--- config.mk ---
export PLATFORM = sky130hd
export DESIGN_NAME = worst_fit_allocator
export DESIGN_NICKNAME = d
export VERILOG_FILES = /design/src/sv/wfa_pkg.sv /design/src/sv/wfa_div.sv /design/src/sv/wfa_dp.sv /design/src/sv/wfa_ctrl.sv /design/src/sv/worst_fit_allocator.sv
export SDC_FILE = /design/constraint.sdc
export NUM_CORES = 2
export LEC_CHECK = 0
export ABC_AREA = 0
export BUFFER_PORTS_ARGS = -buffer_cell sky130_fd_sc_hd__buf_2
export CORE_UTILIZATION = 57
export DETAILED_ROUTE_END_ITERATION = 7
export HOLD_SLACK_MARGIN = 0.03
export PLACE_DENSITY = 0.81
export REMOVE_ABC_BUFFERS = 1
export SLEW_MARGIN = 20
export SYNTH_ARGS = -nofsm -noshare
export SYNTH_HDL_FRONTEND = slang
export SYNTH_HIERARCHICAL = 1
export SYNTH_SLANG_ARGS = --single-unit
--- constraint.sdc ---
create_clock -name i_clk -period 8.4 [get_ports i_clk]
set_input_delay 1.26 -clock i_clk [delete_from_list [all_inputs] [get_ports i_clk]]
set_output_delay 1.26 -clock i_clk [all_outputs]
set_load 0.02 [all_outputs]
--- src/sv/wfa_pkg.sv ---
`timescale 1ns / 1ps
// Shared types and constants for the worst-fit allocator.
// No dependencies; used by every module of the block except wfa_div.
package wfa_pkg;

    localparam int DEF_MAX_BLOCKS = 64;
    localparam int DEF_UNIT_WIDTH = 16;
    localparam int CFG_W          = 16;
    localparam int DATA_W         = 32;
    localparam int REQ_W          = 2;
    localparam int STATUS_W       = 3;

    localparam logic [CFG_W-1:0] UNIT_BYTES_RST  = 16'd16;
    localparam logic [CFG_W-1:0] TOTAL_UNITS_RST = 16'd4096;

    // Configuration register indexes
    localparam logic CFG_UNIT_BYTES  = 1'b0;
    localparam logic CFG_TOTAL_UNITS = 1'b1;

    typedef enum logic [1:0] {
        REQ_ALLOC = 2'd0,
        REQ_FREE  = 2'd1,
        REQ_CLEAR = 2'd2
    } t_req;

    typedef enum logic [2:0] {
        ST_OK        = 3'd0,
        ST_SIZE_ZERO = 3'd1,
        ST_NO_FIT    = 3'd2,
        ST_FULL      = 3'd3,
        ST_BAD_ADDR  = 3'd4,
        ST_NOT_ALLOC = 3'd5
    } t_status;

    typedef enum logic [2:0] {
        S_IDLE, S_DECIDE, S_DIV, S_SCAN, S_INS, S_FSCAN, S_DEL, S_DONE
    } t_state;

    typedef enum logic [3:0] {
        OP_NONE, OP_ACCEPT, OP_CLEAR, OP_DIV, OP_SCAN_INIT,
        OP_SCAN, OP_INS, OP_FSCAN, OP_DEL, OP_OUT
    } t_op;

    typedef enum logic [1:0] {
        MODE_SCAN, MODE_INS, MODE_DEL
    } t_mode;

    typedef struct packed {
        t_op     op;
        logic    set_st;
        t_status st;
    } t_cmd;

    typedef struct packed {
        t_req req;
        logic size_zero;
        logic full;
        logic div_busy;
        logic bad_addr;
        logic scan_last;
        logic found;
        logic match;
        logic at_target;
        logic del_last;
        logic out_busy;
    } t_sts;

endpackage

--- src/sv/wfa_div.sv ---
`timescale 1ns / 1ps
// Restoring divider, one quotient bit per cycle.
// Uses no package items.
module wfa_div #(
    parameter int DW = 32,
    parameter int VW = 16
) (
    input  logic          i_clk,
    input  logic          i_rst_n,
    input  logic          i_start,
    input  logic [DW-1:0] i_dividend,
    input  logic [VW-1:0] i_divisor,
    output logic          o_busy,
    output logic [DW-1:0] o_quot,
    output logic [VW-1:0] o_rem
);
    localparam int CNW = $clog2(DW + 1);

    logic [CNW-1:0] r_cnt, n_cnt;
    logic [DW-1:0]  r_q, n_q;
    logic [VW-1:0]  r_rem, n_rem;
    logic [VW:0]    trial;
    logic [VW:0]    diff;

    always_comb begin
        trial = {r_rem, r_q[DW-1]};
        diff  = trial - {1'b0, i_divisor};
        n_cnt = r_cnt;
        n_q   = r_q;
        n_rem = r_rem;
        if (i_start) begin
            n_cnt = CNW'(DW);
            n_q   = i_dividend;
            n_rem = '0;
        end else if (r_cnt != '0) begin
            n_cnt = r_cnt - CNW'(1);
            if (trial >= {1'b0, i_divisor}) begin
                n_rem = diff[VW-1:0];
                n_q   = {r_q[DW-2:0], 1'b1};
            end else begin
                n_rem = trial[VW-1:0];
                n_q   = {r_q[DW-2:0], 1'b0};
            end
        end
    end

    always_ff @(posedge i_clk) begin
        if (!i_rst_n) begin
            r_cnt <= '0;
        end else begin
            r_cnt <= n_cnt;
        end
    end

    always_ff @(posedge i_clk) begin
        r_q   <= n_q;
        r_rem <= n_rem;
    end

    assign o_busy = (r_cnt != '0);
    assign o_quot = r_q;
    assign o_rem  = r_rem;
endmodule

--- src/sv/wfa_dp.sv ---
`timescale 1ns / 1ps
// Datapath: config registers, block table memory, divider, scan and result register.
// Depends on wfa_pkg and wfa_div.
module wfa_dp #(
    parameter int MAX_BLOCKS = wfa_pkg::DEF_MAX_BLOCKS,
    parameter int UNIT_WIDTH = wfa_pkg::DEF_UNIT_WIDTH
) (
    input  logic                          i_clk,
    input  logic                          i_rst_n,
    input  logic                          i_cfg_we,
    input  logic                          i_cfg_index,
    input  logic [wfa_pkg::CFG_W-1:0]     i_cfg_data,
    input  logic [2*wfa_pkg::DATA_W-1:0]  i_in_data,
    input  logic [wfa_pkg::REQ_W-1:0]     i_in_user,
    input  wfa_pkg::t_cmd                 i_cmd,
    output wfa_pkg::t_sts                 o_sts,
    input  logic                          i_out_ready,
    output logic                          o_out_valid,
    output logic [wfa_pkg::DATA_W-1:0]    o_out_data,
    output logic [wfa_pkg::STATUS_W-1:0]  o_out_user
);
    localparam int UW   = UNIT_WIDTH;
    localparam int DW   = wfa_pkg::DATA_W;
    localparam int CFW  = wfa_pkg::CFG_W;
    localparam int AW   = $clog2(MAX_BLOCKS);
    localparam int CW   = $clog2(MAX_BLOCKS + 1);
    localparam int HW   = (UW > CFW) ? UW : CFW;
    localparam int GW   = HW + 2;
    localparam int NW   = DW + 1;
    localparam int CMPW = (GW > NW) ? GW : NW;
    localparam int PW   = UW + CFW;
    localparam int EW   = 2 * UW;

    // configuration
    logic [CFW-1:0] r_unit_bytes, r_total_units;
    logic [CFW-1:0] unit;

    // request
    wfa_pkg::t_req  r_req;
    logic [DW-1:0]  r_size, r_addr;

    // table
    logic [EW-1:0]  r_mem [MAX_BLOCKS];
    logic [EW-1:0]  r_rd;
    logic [CW-1:0]  r_count;
    logic [CW-1:0]  r_idx, n_idx;
    wfa_pkg::t_mode r_mode, n_mode;
    logic [CW-1:0]  rd_full;
    logic           we;
    logic [EW-1:0]  wd;

    // scan
    logic [UW:0]          r_lo;
    logic                 r_found;
    logic signed [GW-1:0] r_best;
    logic [CW-1:0]        r_best_idx;
    logic [UW-1:0]        r_pos;
    logic [NW-1:0]        r_need;
    logic [UW-1:0]        cur_start, cur_len;
    logic [UW:0]          end_sum;
    logic [HW-1:0]        hi;
    logic signed [GW-1:0] gap;
    logic                 fit;
    logic [NW-1:0]        need_w;
    logic                 last;

    // divider
    logic           div_busy;
    logic [DW-1:0]  quot;
    logic [CFW-1:0] rem;

    // result
    wfa_pkg::t_status r_st;
    logic [DW-1:0]    r_res_addr;
    logic [PW-1:0]    prod;
    logic             r_out_valid;
    logic [DW-1:0]    r_o_addr;
    wfa_pkg::t_status r_o_st;

    assign unit = (r_unit_bytes == '0) ? CFW'(1) : r_unit_bytes;

    wfa_div #(.DW(DW), .VW(CFW)) u_div (
        .i_clk      (i_clk),
        .i_rst_n    (i_rst_n),
        .i_start    (i_cmd.op == wfa_pkg::OP_DIV),
        .i_dividend ((r_req == wfa_pkg::REQ_ALLOC) ? r_size : r_addr),
        .i_divisor  (unit),
        .o_busy     (div_busy),
        .o_quot     (quot),
        .o_rem      (rem)
    );

    assign cur_start = r_rd[EW-1:UW];
    assign cur_len   = r_rd[UW-1:0];
    assign end_sum   = {1'b0, cur_start} + {1'b0, cur_len};
    assign last      = (r_idx == r_count);
    assign hi        = last ? HW'(r_total_units) : HW'(cur_start);
    assign gap       = $signed({2'b00, hi}) - $signed(GW'(r_lo));
    assign fit       = !gap[GW-1] && (CMPW'(gap) >= CMPW'(r_need))
                       && (!r_found || (gap > r_best));
    assign need_w    = {1'b0, quot} + NW'(rem != '0);
    assign prod      = PW'(r_pos) * PW'(unit);

    always_comb begin
        o_sts.req       = r_req;
        o_sts.size_zero = (r_size == '0);
        o_sts.full      = (r_count >= CW'(MAX_BLOCKS));
        o_sts.div_busy  = div_busy;
        o_sts.bad_addr  = (quot >= DW'(r_total_units)) || (rem != '0);
        o_sts.scan_last = last;
        o_sts.found     = r_found || fit;
        o_sts.match     = (DW'(cur_start) == quot);
        o_sts.at_target = (r_idx == r_best_idx);
        o_sts.del_last  = ((r_idx + CW'(1)) == r_count);
        o_sts.out_busy  = r_out_valid && !i_out_ready;
    end

    // Index walk and table writes; the read address follows the next index.
    always_comb begin
        n_idx  = r_idx;
        n_mode = r_mode;
        we     = 1'b0;
        wd     = r_rd;
        unique case (i_cmd.op)
            wfa_pkg::OP_SCAN_INIT: begin
                n_idx  = '0;
                n_mode = wfa_pkg::MODE_SCAN;
            end
            wfa_pkg::OP_SCAN: begin
                if (last) begin
                    n_idx  = r_count;
                    n_mode = wfa_pkg::MODE_INS;
                end else begin
                    n_idx = r_idx + CW'(1);
                end
            end
            wfa_pkg::OP_INS: begin
                we = 1'b1;
                if (r_idx == r_best_idx) begin
                    wd = {r_pos, r_need[UW-1:0]};
                end else begin
                    n_idx = r_idx - CW'(1);
                end
            end
            wfa_pkg::OP_FSCAN: begin
                if (!last && (DW'(cur_start) == quot)) begin
                    n_mode = wfa_pkg::MODE_DEL;
                end else begin
                    n_idx = r_idx + CW'(1);
                end
            end
            wfa_pkg::OP_DEL: begin
                if ((r_idx + CW'(1)) != r_count) begin
                    we    = 1'b1;
                    n_idx = r_idx + CW'(1);
                end
            end
            default: begin
            end
        endcase
        unique case (n_mode)
            wfa_pkg::MODE_INS: rd_full = n_idx - CW'(1);
            wfa_pkg::MODE_DEL: rd_full = n_idx + CW'(1);
            default:           rd_full = n_idx;
        endcase
    end

    always_ff @(posedge i_clk) begin
        if (we) begin
            r_mem[r_idx[AW-1:0]] <= wd;
        end
        r_rd <= r_mem[rd_full[AW-1:0]];
    end

    always_ff @(posedge i_clk) begin
        if (!i_rst_n) begin
            r_unit_bytes  <= wfa_pkg::UNIT_BYTES_RST;
            r_total_units <= wfa_pkg::TOTAL_UNITS_RST;
            r_count       <= '0;
            r_idx         <= '0;
            r_mode        <= wfa_pkg::MODE_SCAN;
            r_found       <= 1'b0;
            r_out_valid   <= 1'b0;
        end else begin
            if (i_cfg_we) begin
                if (i_cfg_index == wfa_pkg::CFG_UNIT_BYTES) begin
                    r_unit_bytes <= i_cfg_data;
                end else begin
                    r_total_units <= i_cfg_data;
                end
            end
            r_idx  <= n_idx;
            r_mode <= n_mode;
            unique case (i_cmd.op)
                wfa_pkg::OP_CLEAR: r_count <= '0;
                wfa_pkg::OP_SCAN_INIT: r_found <= 1'b0;
                wfa_pkg::OP_SCAN: begin
                    if (fit) begin
                        r_found <= 1'b1;
                    end
                end
                wfa_pkg::OP_INS: begin
                    if (r_idx == r_best_idx) begin
                        r_count <= r_count + CW'(1);
                    end
                end
                wfa_pkg::OP_DEL: begin
                    if ((r_idx + CW'(1)) == r_count) begin
                        r_count <= r_count - CW'(1);
                    end
                end
                default: begin
                end
            endcase
            if (i_cmd.op == wfa_pkg::OP_OUT) begin
                r_out_valid <= 1'b1;
            end else if (i_out_ready) begin
                r_out_valid <= 1'b0;
            end
        end
    end

    always_ff @(posedge i_clk) begin
        if (i_cmd.op == wfa_pkg::OP_ACCEPT) begin
            r_req      <= wfa_pkg::t_req'(i_in_user);
            r_size     <= i_in_data[DW-1:0];
            r_addr     <= i_in_data[2*DW-1:DW];
            r_res_addr <= '0;
        end
        if (i_cmd.op == wfa_pkg::OP_SCAN_INIT) begin
            r_lo   <= '0;
            r_need <= need_w;
        end
        if (i_cmd.op == wfa_pkg::OP_SCAN) begin
            r_lo <= end_sum;
            if (fit) begin
                r_best     <= gap;
                r_best_idx <= r_idx;
                r_pos      <= r_lo[UW-1:0];
            end
        end
        if ((i_cmd.op == wfa_pkg::OP_INS) && (r_idx == r_best_idx)) begin
            r_res_addr <= DW'(prod);
        end
        if (i_cmd.set_st) begin
            r_st <= i_cmd.st;
        end
        if (i_cmd.op == wfa_pkg::OP_OUT) begin
            r_o_st   <= r_st;
            r_o_addr <= r_res_addr;
        end
    end

    assign o_out_valid = r_out_valid;
    assign o_out_data  = r_o_addr;
    assign o_out_user  = r_o_st;
endmodule

--- src/sv/wfa_ctrl.sv ---
`timescale 1ns / 1ps
// Controller state machine of the allocator.
// Depends on wfa_pkg.
module wfa_ctrl (
    input  logic          i_clk,
    input  logic          i_rst_n,
    input  logic          i_in_valid,
    input  wfa_pkg::t_sts i_sts,
    output wfa_pkg::t_cmd o_cmd,
    output logic          o_in_ready
);
    wfa_pkg::t_state r_state, n_state;

    always_ff @(posedge i_clk) begin
        if (!i_rst_n) begin
            r_state <= wfa_pkg::S_IDLE;
        end else begin
            r_state <= n_state;
        end
    end

    always_comb begin
        n_state = r_state;
        unique case (r_state)
            wfa_pkg::S_IDLE: begin
                if (i_in_valid) n_state = wfa_pkg::S_DECIDE;
            end
            wfa_pkg::S_DECIDE: begin
                priority case (i_sts.req)
                    wfa_pkg::REQ_ALLOC: begin
                        if (i_sts.size_zero || i_sts.full) n_state = wfa_pkg::S_DONE;
                        else n_state = wfa_pkg::S_DIV;
                    end
                    wfa_pkg::REQ_FREE: n_state = wfa_pkg::S_DIV;
                    default:           n_state = wfa_pkg::S_DONE;
                endcase
            end
            wfa_pkg::S_DIV: begin
                if (!i_sts.div_busy) begin
                    if (i_sts.req == wfa_pkg::REQ_ALLOC) n_state = wfa_pkg::S_SCAN;
                    else if (i_sts.bad_addr)             n_state = wfa_pkg::S_DONE;
                    else                                 n_state = wfa_pkg::S_FSCAN;
                end
            end
            wfa_pkg::S_SCAN: begin
                if (i_sts.scan_last) begin
                    n_state = i_sts.found ? wfa_pkg::S_INS : wfa_pkg::S_DONE;
                end
            end
            wfa_pkg::S_INS: begin
                if (i_sts.at_target) n_state = wfa_pkg::S_DONE;
            end
            wfa_pkg::S_FSCAN: begin
                if (i_sts.scan_last)  n_state = wfa_pkg::S_DONE;
                else if (i_sts.match) n_state = wfa_pkg::S_DEL;
            end
            wfa_pkg::S_DEL: begin
                if (i_sts.del_last) n_state = wfa_pkg::S_DONE;
            end
            wfa_pkg::S_DONE: begin
                if (!i_sts.out_busy) n_state = wfa_pkg::S_IDLE;
            end
            default: n_state = wfa_pkg::S_IDLE;
        endcase
    end

    always_comb begin
        o_cmd.op     = wfa_pkg::OP_NONE;
        o_cmd.set_st = 1'b0;
        o_cmd.st     = wfa_pkg::ST_OK;
        o_in_ready   = 1'b0;
        unique case (r_state)
            wfa_pkg::S_IDLE: begin
                o_in_ready = 1'b1;
                if (i_in_valid) o_cmd.op = wfa_pkg::OP_ACCEPT;
            end
            wfa_pkg::S_DECIDE: begin
                priority case (i_sts.req)
                    wfa_pkg::REQ_ALLOC: begin
                        o_cmd.set_st = 1'b1;
                        if (i_sts.size_zero) begin
                            o_cmd.st = wfa_pkg::ST_SIZE_ZERO;
                        end else if (i_sts.full) begin
                            o_cmd.st = wfa_pkg::ST_FULL;
                        end else begin
                            o_cmd.set_st = 1'b0;
                            o_cmd.op     = wfa_pkg::OP_DIV;
                        end
                    end
                    wfa_pkg::REQ_FREE: o_cmd.op = wfa_pkg::OP_DIV;
                    wfa_pkg::REQ_CLEAR: begin
                        o_cmd.op     = wfa_pkg::OP_CLEAR;
                        o_cmd.set_st = 1'b1;
                    end
                    default: o_cmd.set_st = 1'b1;
                endcase
            end
            wfa_pkg::S_DIV: begin
                if (!i_sts.div_busy) begin
                    if ((i_sts.req != wfa_pkg::REQ_ALLOC) && i_sts.bad_addr) begin
                        o_cmd.set_st = 1'b1;
                        o_cmd.st     = wfa_pkg::ST_BAD_ADDR;
                    end else begin
                        o_cmd.op = wfa_pkg::OP_SCAN_INIT;
                    end
                end
            end
            wfa_pkg::S_SCAN: begin
                o_cmd.op = wfa_pkg::OP_SCAN;
                if (i_sts.scan_last && !i_sts.found) begin
                    o_cmd.set_st = 1'b1;
                    o_cmd.st     = wfa_pkg::ST_NO_FIT;
                end
            end
            wfa_pkg::S_INS: begin
                o_cmd.op     = wfa_pkg::OP_INS;
                o_cmd.set_st = i_sts.at_target;
            end
            wfa_pkg::S_FSCAN: begin
                o_cmd.op = wfa_pkg::OP_FSCAN;
                if (i_sts.scan_last) begin
                    o_cmd.set_st = 1'b1;
                    o_cmd.st     = wfa_pkg::ST_NOT_ALLOC;
                end
            end
            wfa_pkg::S_DEL: begin
                o_cmd.op     = wfa_pkg::OP_DEL;
                o_cmd.set_st = i_sts.del_last;
            end
            wfa_pkg::S_DONE: begin
                if (!i_sts.out_busy) o_cmd.op = wfa_pkg::OP_OUT;
            end
            default: begin
            end
        endcase
    end
endmodule

--- src/sv/worst_fit_allocator.sv ---
`timescale 1ns / 1ps
// Top level of the worst-fit allocator: controller plus datapath.
// Depends on wfa_pkg, wfa_ctrl, wfa_dp (and wfa_div below it).
//
//  channel   direction  handshake              payload
//  s_axis    in         tvalid/tready          tdata {address, size_bytes}, tuser req_type
//  m_axis    out        tvalid/tready          tdata block_address, tuser status
//  cfg       in         i_cfg_we (no wait)     i_cfg_index, i_cfg_data
//
// How long a request keeps the block busy depends on its type and on the n table
// entries: a clear, unknown, zero-size or full-table request skips the divider and
// the table; an allocate divides, scans all n entries, then moves the entries from
// the chosen gap g onward up by one; a free divides, then walks the table to the
// matching entry and moves the later entries down. The table port reads one entry
// per cycle.
// Reset clears the entry count and restores the config; table contents need
// no clearing. The result register holds a finished result while the next
// request is taken; a request waits in its final state only if that register
// is still full.
module worst_fit_allocator #(
    parameter int MAX_BLOCKS = wfa_pkg::DEF_MAX_BLOCKS,
    parameter int UNIT_WIDTH = wfa_pkg::DEF_UNIT_WIDTH
) (
    input  logic                          i_clk,
    input  logic                          i_rst_n,
    // configuration writes
    input  logic                          i_cfg_we,
    input  logic                          i_cfg_index,
    input  logic [wfa_pkg::CFG_W-1:0]     i_cfg_data,
    // request channel
    input  logic                          s_axis_tvalid,
    output logic                          s_axis_tready,
    input  logic [2*wfa_pkg::DATA_W-1:0]  s_axis_tdata,  // [31:0] size_bytes, [63:32] address
    input  logic [wfa_pkg::REQ_W-1:0]     s_axis_tuser,  // [1:0] req_type
    // result channel
    output logic                          m_axis_tvalid,
    input  logic                          m_axis_tready,
    output logic [wfa_pkg::DATA_W-1:0]    m_axis_tdata,  // [31:0] block_address
    output logic [wfa_pkg::STATUS_W-1:0]  m_axis_tuser   // [2:0] status
);
    wfa_pkg::t_cmd cmd;
    wfa_pkg::t_sts sts;

    // sequence each request through decide and, as it needs, divide, scan and table update
    wfa_ctrl u_ctrl (
        .i_clk      (i_clk),
        .i_rst_n    (i_rst_n),
        .i_in_valid (s_axis_tvalid),
        .i_sts      (sts),
        .o_cmd      (cmd),
        .o_in_ready (s_axis_tready)
    );

    // table, divider, gap search and result register
    wfa_dp #(
        .MAX_BLOCKS (MAX_BLOCKS),
        .UNIT_WIDTH (UNIT_WIDTH)
    ) u_dp (
        .i_clk       (i_clk),
        .i_rst_n     (i_rst_n),
        .i_cfg_we    (i_cfg_we),
        .i_cfg_index (i_cfg_index),
        .i_cfg_data  (i_cfg_data),
        .i_in_data   (s_axis_tdata),
        .i_in_user   (s_axis_tuser),
        .i_cmd       (cmd),
        .o_sts       (sts),
        .i_out_ready (m_axis_tready),
        .o_out_valid (m_axis_tvalid),
        .o_out_data  (m_axis_tdata),
        .o_out_user  (m_axis_tuser)
    );

    // a request keeps the block busy in the cycle after it is taken
    a_busy_after_req: assert property (@(posedge i_clk) disable iff (!i_rst_n)
        (s_axis_tvalid && s_axis_tready) |=> !s_axis_tready)
        else $error("request taken while previous one still in flight");

    // only a successful allocate carries a nonzero address
    a_addr_zero_on_fail: assert property (@(posedge i_clk) disable iff (!i_rst_n)
        (m_axis_tvalid && (m_axis_tuser != wfa_pkg::ST_OK)) |-> (m_axis_tdata == '0))
        else $error("failed request returned a block address");

    // a result appears only when the controller loads the output register
    a_out_from_load: assert property (@(posedge i_clk) disable iff (!i_rst_n)
        $rose(m_axis_tvalid) |-> $past(cmd.op == wfa_pkg::OP_OUT))
        else $error("result valid without an output load");
endmodule
# [Word-level counts from Yosys, hierarchy flattened]
# Memories as Yosys holds them, arrays and structs flattened. A register that Yosys moved wholly into a read port is not among the register bits.
# Index checks and enable logic that the tools add are counted.
# Widths: inputs -> output; s select.
[totals] reg_bits=334 ramBits=2048 input_bits=88 output_inout_bits=37 elab_cells=181 mem_count=1
[mem_list] name="u_dp.r_mem" words=64 width=32 read_ports=1 rd_clocked_by_memory_dff=1 write_ports=1 line="wfa_dp.sv:43" source="logic [EW-1:0] r_mem [MAX_BLOCKS];"
[op_classes] addsub=11 multipliers=1 magnitude_cmp=5 eq_ne=35 muxes=67 n_bitwise=2 reduce_logical=35
[op_table] op="$mux 32" n=7
[op_table] op="$mux 7" n=7
[op_table] op="$mux 16" n=3
[op_table] op="$mux 3" n=14
[op_table] op="$pmux 7 s5" n=1
[op_table] op="$mux 17" n=2
[op_table] op="$add 32x1->33" n=1
[op_table] op="$ge 33x33->1" n=1
[op_table] op="$eq 16x32->1" n=1
[op_table] op="$ge 32x16->1" n=1
[op_table] op="$logic_not 32->1" n=1
[op_table] op="$mul 16x16->32" n=1
[op_table] op="$pmux 4 s8" n=1
[op_table] op="$pmux 3 s8" n=1
[op_table] op="$eq 7x7->1" n=3
[op_table] op="$pmux 7 s3" n=1
[op_table] op="$gt 18x18->1" n=1
[op_table] op="$sub 16x17->18" n=1
[op_table] op="$add 16x16->17" n=1
[op_table] op="$ge 17x16->1" n=1
[op_table] op="$eq 4x3->1 const B" n=4
[op_table] op="$logic_not 16->1" n=1
[op_table] op="$mux 4" n=4
[op_table] op="$reduce_bool 16->1" n=1
[op_table] op="42 further kinds" n=96

# [Longest topological paths before layout]
[logic_depth] depth_word=11 mapped_depth=40 ltp_nobuf=36

# [Hierarchy]
# Netlist, hierarchy kept.
[modules_own_cells] module="wfa_dp" instances=1 cells_each=6113 area_each_um2=103007.5 seq_area_each_um2=69957.1
[modules_own_cells] module="wfa_div" instances=1 cells_each=324 area_each_um2=3264.4 seq_area_each_um2=1401.3
[modules_own_cells] module="wfa_ctrl" instances=1 cells_each=77 area_each_um2=533.0 seq_area_each_um2=60.1

# [Least setup slack after synthesis]
# No wires, ideal clock.
[synth_path] path_type="register to register" startpoint="register u_dp.u_div.r_q[0] (netlist: u_dp/u_div/o_quot[0])" endpoint="register u_dp.r_res_addr[0] (enable)" setup_time_ps=375 t_arrival_ps=7842 t_required_ps=8025 path_slack_ps=183 path_stages_with_launch=21 n_path_buf=0 period_less_slack_ps=8217 cell_sequence="edfxtp_1 -> inv_1 -> ha_1 -> nand2b_1 -> a21o_1 -> a21o_1 -> a21o_1 -> a21o_1 -> a21o_1 -> a21o_1 -> a21o_1 -> a21o_1 -> a21o_1 -> a21oi_1 -> o211ai_1 -> nor2b_1 -> o21ai_0 -> nand2_1 -> nand2_1 -> nor3_1 -> or2_2"
[synth_rtl] element="start: declaration" line="wfa_div.sv:20" source="logic [DW-1:0] r_q, n_q;"
[synth_rtl] element="start signal: assignment" line="wfa_div.sv:56" source="r_q <= n_q;"
[synth_rtl] element="end signal: assignment" line="wfa_dp.sv:243" source="r_res_addr <= DW'(prod);"
[synth_rtl] element="end: declaration" line="wfa_dp.sv:74" source="logic [DW-1:0] r_res_addr;"

==> metrics.txt <==
outcome=completed; #FFs+latches synth=2414; num rows=158; final cell count without fillers=about 9400; DR iter-0 viols=9447; Seq pwr share=30.4%; final hold slack=between 0.4 and 0.5 ns; CTS H-tree depth=4; Lkg Pwr=41.3 nW; Clock Pin Slew Worst Setup and Hold Paths=0.07 ns; Final Core Density=64.4%; relative slew slack=17.2%; synth warn=6; Top Ports=125; critical path capture point type=flip-flop; chip width=~430 µm; hold_buf cts=0; largest net degree at the start of global routing=~130; clock sink total=2414; Main synth FF type=edfxtp_1; max incr delay on CP=about 0.6 ns; Setup Crit Path Kind=reg -> reg; CTS root buffer=clkbuf_16; clock buffer count from CTS=approximately 230; TritonCTS clock tree=built; commonest cells after routing, fill and taps aside=edfxtp_1, nand2_1, mux4_2, inv_1, ha_1; Setup TNS=0 ns; Longest Clk Path Bufs=3; post-DP HPWL=176000 µm; Die H=435 µm; Req. time, crit path=between 9 and 10 ns; PortBufs=124; RePlAce Congestion=around 0.94; P_int=31.9 mW; Pwr Density=452 nW/µm²; most common cell after layout, fill and taps aside=edfxtp_1; critical path arrival=8.92 ns; Syn Std Cell Area=107000 µm²; startpoint types=flip-flop; MaxCap Viol Count=0; dpl cells=8995; crit-path most repeated cell=a21o_1; filler instances=12000; synth unique cells=102; first-pass GRT wire length=432000 µm; Design Power=around 54 mW; drt pass-1 iters=7; Clock Latency Late Sink=0.93 ns; multi-input logic area=33100 µm²; Max Slew Vio Count=0; FF+latch area=71400 µm²; number of global-route vias before repair=63900; Clock Skew=0.114 ns; Slew @ Worst Pin=1.24 ns; HP Class=reg -> reg; Final Setup Violations=0; Layout Area Growth over Synthesis=12.1%; Max VDD drop=approximately 570 µV; vias=63900; power share of the clock group=19.2%; switch share=41.1%; final WL=302000 µm; Post-synth EDFFs=2307; syn avg cell area=around 16 µm²; WL per Instance=32.0 µm; Psw=between 20 and 25 mW; Final Hold Viols=0; die footprint=189000 µm²; synthesized instance count=6514; Routed Antenna Nets=0; layout cells sized above 1=20.5%; maximum achievable frequency=123 MHz; total gr overflow=0; Tmin final=8.13 ns; combinational power share=50.4%; gr usage total=31.5%; Via density=6.76; Remaining DRCs=0; core area=186000 µm²; final worst-path cycle share=96.8%; Initial Util=57.5%; Max FO, Critical Path=65; Crit-path slowest cell=nand4_1; register area share after synthesis=66.9%; # nets final=7283; async set-reset flop share out of synthesis=0%; initial antenna violation count=18
-- final timing paths --
path	slack, ns	end	cells past startpoint	startpoint
max	0.27	u_dp/r_rd[20]	35	u_dp/u_div/o_quot[0]
min	0.42	u_dp/o_out_data[29]	0	u_dp/r_res_addr[29]
max reg2reg	0.27	u_dp/r_rd[20]	35	u_dp/u_div/o_quot[0]
min reg2reg	0.42	u_dp/o_out_data[29]	0	u_dp/r_res_addr[29]
-- metrics by stage --
| step | cell area (µm²) | setup slack, ns |
|---|---|---|
| global route | 120000 | -0.0100 |
| floorplan | 105000 | -13.08 |
| global placement | 112000 | -0.121 |
| detailed placement | 112000 | -0.202 |
| finish | 120000 | 0.265 |
| CTS | 119000 | 0.0138 |
-- cells by family (layout without fill, tap and decap cells) --
group,count (synthesis),after routing,share of synthesized area [%]
other,0,10,0
adders and majority gates,436,436,6.51
AOI/OAI and AO/OA,548,549,3.46
buffers and inverters,728,1171,3.03
and+or+nand+nor,1626,1626,7.21
muxes,639,639,11.9
xor gates and xnor gates,123,123,1.03
DFF,2414,2414,66.9
-- critical path, delay by kind of cell (launching register included) --
| kind | cells | cell delay [ns] |
|---|---|---|
| AOI/OAI and AO/OA | 16 | 3.15 |
| and+or+nand+nor | 12 | 2.87 |
| buffers and inverters | 3 | 0.72 |
| adders and majority gates | 2 | 0.52 |
| DFF | 1 | 0.44 |
| xor gates and xnor gates | 1 | 0.20 |
| muxes | 1 | 0.14 |
-- power groups by stage --
stage / clock (mW) / combinational [mW] / sequential (mW)
3_5_place_dp: 0 / 25.9 / 16.7
5_1_grt: 10.9 / 28.4 / 16.5
2_1_floorplan: 0 / 14.6 / 16.5
3_3_place_gp: 0 / 25.3 / 16.7
6_report: 10.4 / 27.3 / 16.5
4_1_cts: 10.5 / 26.5 / 16.4
-- cell usage after synthesis, drive strengths merged, types with 27 or more instances --
cell / instances / area [µm²]
buf: 189 / 1210
and2: 135 / 845
nor3: 40 / 210
nand2: 681 / 2560
clkbuf: 157 / 589
and3: 27 / 169
ha: 237 / 2970
fa: 199 / 3980
mux2i: 78 / 785
o211ai: 78 / 586
xnor2: 78 / 702
a21oi: 137 / 686
mux2: 63 / 709
dfxtp: 107 / 2140
o22ai: 34 / 213
nor4: 33 / 219
nor2: 252 / 951
o21ai: 99 / 499
edfxtp: 2307 / 69300
xor2: 45 / 394
nand3: 169 / 846
inv: 380 / 1430
nand4: 183 / 1140
a21o: 44 / 330
mux4: 498 / 11200
-- registers in the layout, summed over array words and instances (netlist names), 7 cells and up --
signal and cells:
u_dp/r_rd 32, u_dp/r_size 32, u_dp/r_res_addr 32, u_dp/u_div/o_rem 16
u_dp/r_need 33, u_dp/u_div/o_quot 32, u_dp/r_pos 16, u_dp/r_addr 32
u_dp/r_lo 17, u_dp/r_total_units 16, u_dp/r_mem 2048, u_dp/r_best 18
u_dp/r_unit_bytes 16, u_dp/r_idx 7, u_dp/r_count 7, u_dp/r_best_idx 7
u_dp/o_out_data 32
-- cell type report --
type	count	share of cell area (%)
Sequential cell	2414	59.7
Multi-Input combinational cell	3373	27.6
Clock buffer	293	5.09
Tap cell	2480	2.59
Timing Repair Buffer	360	2.54
Clock inverter	136	1.26
Inverter	382	1.21
Antenna cell	10	0.0209
-- per-layer routing --
layer | GRT usage, % | part of all wire (%) | wire, µm | up-vias
li1 | - | - | - | 25400
met1 | 39.6 | 34 | 101000 | 32200
met2 | 49.3 | 47 | 141000 | 5124
met3 | 8.07 | 13 | 38200 | 1119
met4 | 19.3 | 7.0 | 21300 | 12
met5 | 0 | 0.023 | 69 | -
-- repair_timing --
action                     4_1_cts  5_1_grt
pin swaps                        1        3
buffers inserted                 0        8
setup endpoints to repair        7       78
cloned                           0        3
gates resized for setup          1       23
(Power assumes the default switching activity.)
